File: src/rtl/flow_statistics_table_defines.svh
// Assertion macros shared by the flow statistics table RTL.
// No dependencies; included by files that carry assertions.
`ifndef FLOW_STATISTICS_TABLE_DEFINES_SVH
`define FLOW_STATISTICS_TABLE_DEFINES_SVH

// same-cycle implication, checked out of reset
`define FST_ASSERT_NOW(label, ante, cons, msg) \
   label: assert property (@(posedge clock) disable iff (reset) (ante) |-> (cons)) \
      else $error(msg);

// next-cycle implication, checked out of reset
`define FST_ASSERT_NEXT(label, ante, cons, msg) \
   label: assert property (@(posedge clock) disable iff (reset) (ante) |=> (cons)) \
      else $error(msg);

`endif

File: src/rtl/fst_pkg.sv
// Package for the flow statistics table: sizes, codes, sequencer types.
// No dependencies; used by fst_divider and flow_statistics_table.
`default_nettype none
package fst_pkg;

   localparam int FLOW_ENTRIES = 16;
   localparam int IDX_W = (FLOW_ENTRIES > 1) ? $clog2(FLOW_ENTRIES) : 1;
   localparam int CNT_W = $clog2(FLOW_ENTRIES + 1);

   localparam int DIV_N_W    = 48;
   localparam int DIV_D_W    = 32;
   localparam int DIV_STEP_W = 6;

   localparam logic [1:0] FUNC_PACKET  = 2'd0;
   localparam logic [1:0] FUNC_CLEAR   = 2'd1;
   localparam logic [1:0] FUNC_READOUT = 2'd2;

   localparam logic [1:0] KIND_UPDATE = 2'd0;
   localparam logic [1:0] KIND_CREATE = 2'd1;
   localparam logic [1:0] KIND_DROP   = 2'd2;
   localparam logic [1:0] KIND_RECORD = 2'd3;

   typedef enum logic [2:0] {
      ST_IDLE,
      ST_SEARCH,
      ST_UPDATE,
      ST_DIV_GO,
      ST_DIV_WAIT,
      ST_DEVIATE,
      ST_LOAD,
      ST_OUT
   } state_type;

   typedef enum logic [1:0] {
      DSEL_MEAN,
      DSEL_SIZE,
      DSEL_HOP,
      DSEL_IVL
   } div_sel_type;

   typedef struct packed {
      logic                 start;
      logic [DIV_N_W-1:0]   dividend;
      logic [DIV_D_W-1:0]   divisor;
   } div_req_type;

   typedef struct packed {
      logic                 busy;
      logic                 done;
      logic [DIV_N_W-1:0]   quotient;
   } div_rsp_type;

endpackage
`default_nettype wire

File: src/rtl/fst_divider.sv
// Shared restoring divider, one quotient bit per cycle.
// Depends on fst_pkg for widths and the request/response structs.
`default_nettype none
module fst_divider (
   input  wire logic                 clock,
   input  wire logic                 reset,
   input  wire fst_pkg::div_req_type req,
   output fst_pkg::div_rsp_type      rsp
);

   logic [fst_pkg::DIV_D_W-1:0]    rem_ff, rem_in;
   logic [fst_pkg::DIV_N_W-1:0]    quo_ff, quo_in;
   logic [fst_pkg::DIV_D_W-1:0]    dsr_ff, dsr_in;
   logic [fst_pkg::DIV_STEP_W-1:0] step_ff, step_in;
   logic                           busy_ff, busy_in;
   logic                           done_ff, done_in;
   logic [fst_pkg::DIV_D_W:0]      rem_sh;
   logic [fst_pkg::DIV_D_W+1:0]    diff;
   logic                           ge;

   assign rem_sh = {rem_ff, quo_ff[fst_pkg::DIV_N_W-1]};
   assign diff   = {1'b0, rem_sh} - {2'b00, dsr_ff};
   assign ge     = !diff[fst_pkg::DIV_D_W+1];

   always_comb begin
      rem_in  = rem_ff;
      quo_in  = quo_ff;
      dsr_in  = dsr_ff;
      step_in = step_ff;
      busy_in = busy_ff;
      done_in = 1'b0;
      if (req.start) begin
         rem_in  = '0;
         quo_in  = req.dividend;
         dsr_in  = req.divisor;
         step_in = fst_pkg::DIV_STEP_W'(fst_pkg::DIV_N_W);
         busy_in = 1'b1;
      end else if (busy_ff) begin
         rem_in  = ge ? diff[fst_pkg::DIV_D_W-1:0] : rem_sh[fst_pkg::DIV_D_W-1:0];
         quo_in  = {quo_ff[fst_pkg::DIV_N_W-2:0], ge};
         step_in = step_ff - 1'b1;
         if (step_ff == fst_pkg::DIV_STEP_W'(1)) begin
            busy_in = 1'b0;
            done_in = 1'b1;
         end
      end
   end

   always_ff @(posedge clock) begin
      rem_ff  <= rem_in;
      quo_ff  <= quo_in;
      dsr_ff  <= dsr_in;
      step_ff <= step_in;
      if (reset) begin
         busy_ff <= 1'b0;
         done_ff <= 1'b0;
      end else begin
         busy_ff <= busy_in;
         done_ff <= done_in;
      end
   end

   assign rsp.busy     = busy_ff;
   assign rsp.done     = done_ff;
   assign rsp.quotient = quo_ff;

endmodule
`default_nettype wire

File: config.mk
export PLATFORM = sky130hd
export DESIGN_NAME = fst_divider
export DESIGN_NICKNAME = d
export VERILOG_FILES = /design/src/rtl/flow_statistics_table_defines.svh /design/src/rtl/fst_pkg.sv /design/src/rtl/fst_divider.sv
export SDC_FILE = /design/constraint.sdc
export NUM_CORES = 1
export LEC_CHECK = 0
export ABC_AREA = 1
export BUFFER_PORTS_ARGS = -buffer_cell sky130_fd_sc_hd__buf_4
export CAP_MARGIN = 20
export CORE_ASPECT_RATIO = 0.5
export CORE_MARGIN = 2
export CORE_UTILIZATION = 35
export CTS_CLUSTER_DIAMETER = 100
export CTS_CLUSTER_SIZE = 16
export DETAILED_ROUTE_END_ITERATION = 8
export GPL_TIMING_DRIVEN = 0
export PLACE_DENSITY_LB_ADDON = 0.12
export SLEW_MARGIN = 20
export SYNTH_ARGS = -nofsm -noshare
export SYNTH_HDL_FRONTEND = slang
export SYNTH_SLANG_ARGS = --single-unit
File: constraint.sdc
create_clock -name clock -period 5.3 [get_ports clock]
set_input_delay 1.06 -clock clock [delete_from_list [all_inputs] [get_ports clock]]
set_output_delay 1.06 -clock clock [all_outputs]
set_load 0.1 [all_outputs]
==> metrics.yaml <==
finish:
  layout.nets: 1332
  final_common_cell: "nand2_1"
  diodes: 0
  synthToLayoutAreaGrowth_pct: 26.5
  post_route_cells_drive_above_1_share_pct: 17.0
  fin_area_um2: 9580
  fillers: 2192
  final_cell_mix: "449 x nand2_1, 185 x inv_1, 134 x buf_4"
cts:
  ctsHoldBuffers: 0
  cts_made_buffers: 17
  ctsResizeCount: 0
  clk_pin_slew_ps: 60
  ctsRootBufferMaster: "clkbuf_16"
  postCtsSetupBuffers: 0
  clkSinkCount: 120
  clock_path_buffers: 2
  clock_latency_ps: 440
  cts_htree_levels: 4
  cts_tree: "yes"
logic_synthesis:
  ys_types: 38
  yosysSeqAreaShare_pct: 42.3
  synth_top_family_by_area: "simple AND/OR/NAND/NOR gates"
  netlist.area_leader.share_pct: 31.7
  syn_nets: 1180
  yosys.area_share.adder_pct: 5.88
  synth-simple-area-share_pct: 35.2
  synth_mux_area_share_pct: 0
  syn-cell-area_um2: 7580
  synth_edf_count: 80
  synth_flop_cell: "edfxtp_1"
  synthArstFlopShare_pct: 0
  synth_compound_area_share_pct: 3.30
  synth_xor_area_share_pct: 1.73
  ys_warn_count: 0
  syn_inst: 1062
  synth_seq_cells: 120
  synth_top_area_cell: "edfxtp_1"
  syn_avg_cell_area_um2: 7.13
  synthTopCellsByArea: "edfxtp_1 32%, nand2_1 22%, dfxtp_1 11%, inv_1 9.2%, ha_1 5.6%"
setup_path:
  required_ps: 5430
  end_kind: "flop"
  crit_family: "buffers and inverters"
  crit_buf_inv: 5
  slowest_stage: "buf_2"
  crit_fanout: 33
  crit_path_cell_trace: "buf_4, clkbuf_1, nor2_1, inv_1, buf_2, buf_12"
  critical_path_class: "in2reg"
  cpPeakStageDelay_ps: 580
  arrival_ps: 3110
  cp-start-kind: "primary input"
sta:
  rsz0062_at_grt: "no"
  period_needed_ps: 2980
  maxSlewHeadroom_pct: 47.7
  fmax_mhz: 335
  fin_skew_ps: 14.0
  slew_violations: 0
  min_period_over_period_pct: 56.3
  final_hold_viol_count: 0
  tightest_slew_ps: 781
  tns_ps: 0
  setup_violations: 0
run_status:
  status: "finished clean"
placement:
  place_area_um2: 8950
  routabilityCongestion: 0.963
  io_buffers: 132
  detailed_place_hpwl_mm: 17.2
route:
  dr_total_vias: 7059
  wl_per_cell_um: 14.7
  drt-total-wl_mm: 22.3
  via_per_inst: 4.65
  ant_nets: 0
  drc: 0
  drtIter0Drc: 474
  firstDrtPassIters: 5
power:
  pwr_density_cell_nw_per_um2: 309
  sequentialPowerShare_pct: 37.5
  combPwrFrac_pct: 20.6
  fin_total_pwr_mw: 2.96
  internal_power_mw: 2.02
  switching_power_uw: 940
  switching_share_pct: 31.7
  vdd_ir_drop_max_v: 0.000183
  clockPowerShare_pct: 41.9
  p_leak_nw: 5.09
global_route:
  antenna_found_initial: 0
  grt_usage_pct: 20.9
  grt_pass1_vias: 6837
  grt_pass1_wl_mm: 36.1
  grt_overflow: 0
  grt_max_degree: 34
floorplan:
  row_count: 37
  core_area_um2: 20900
  die_x_um: 212
  die_h_um: 108
  io_pins: 133
  start_util_pct: 36.3
  fp.dieArea_um2: 22900
worst_hold_path:
  min_path_type: "reg2reg"
job:
  drv_cap: 0
tightest hold or removal path, cell delays in order, from the launching register on:
cell and delay (ps):
dfxtp_1 320, nand2_1 60, nand2_1 40
per-stage QoR:
| stage | instances | hold WS, ps | util (%) | setup WS (ps) |
|---|---|---|---|---|
| 3_5_place_dp | 1487 | 459 | 42.9 | 1740 |
| 6_report | 1519 | 466 | 45.9 | 2320 |
| 4_1_cts | 1519 | 469 | 45.9 | 2200 |
| 3_3_place_gp | 1486 | 458 | 42.8 | 107 |
| 2_1_floorplan | 1062 | 444 | - | 1860 |
| 5_1_grt | 1519 | 487 | 45.9 | 2010 |
final cells by class:
| class | count | area, um2 | area share [%] |
|---|---|---|---|
| buffer | 28 | 159 | 1.66 |
| clock buffer | 22 | 485 | 5.07 |
| clock inverter | 10 | 141 | 1.48 |
| inverter | 192 | 721 | 7.52 |
| multi-input combinational | 722 | 3490 | 36.5 |
| sequential | 120 | 3200 | 33.4 |
| tap | 292 | 365 | 3.81 |
| timing repair buffer | 133 | 1010 | 10.6 |
power groups by stage:
stage	clock [mW]	combinational, mW	sequential (mW)
after floorplan	0	0.166	1.40
after global placement	0	0.607	1.13
after detailed placement	0	0.613	1.13
after CTS	1.27	0.614	1.11
after global routing	1.31	0.653	1.12
final	1.24	0.611	1.11
synth_stat cells (all sizes together), types with 2 or more instances:
library cell	number
clkbuf	14
nand3b	10
nor2	46
buf	14
a21oi	24
xnor2	12
o21ai	16
nand2	458
dfxtp	40
ha	34
nor3	8
nand4	11
and2	3
xor2	3
edfxtp	80
inv	191
o21bai	2
nand3	90
routing by layer:
layer | track usage (%) | routed length, um | vias up
met5 | 0 | 0 | -
met3 | 8.22 | 2120 | 18
met4 | 4.58 | 167 | 0
met1 | 28.6 | 10900 | 3230
met2 | 30.9 | 9190 | 214
li1 | - | - | 3597
path summary, 6_finish.rpt:
check / slack, ps / startpoint / endpoint / cells after the start
hold reg to reg: 470 / rem_ff[17] / rem_ff[17] / 2
setup / recovery: 2320 / req[80] / quo_ff[19] / 6
hold / removal: 470 / rem_ff[17] / rem_ff[17] / 2
setup reg to reg: 2910 / dsr_ff[8] / quo_ff[0] / 13
sequential cells by signal (all words and copies together), names as in the netlist:
name / count
step_ff: 6
rem_ff: 32
done_ff: 1
dsr_ff: 32
quo_ff: 48
busy_ff: 1
cells by family (layout without fill, tap and decap cells):
family | Yosys count | count (layout)
AO/OA/AOI/OAI | 45 | 45
adder cells (fa/ha/maj) | 35 | 35
flip-flops | 120 | 120
AND/OR/NAND/NOR | 627 | 627
buffers and inverters | 220 | 385
XOR/XNOR | 15 | 15
(Power assumes the default switching activity.)
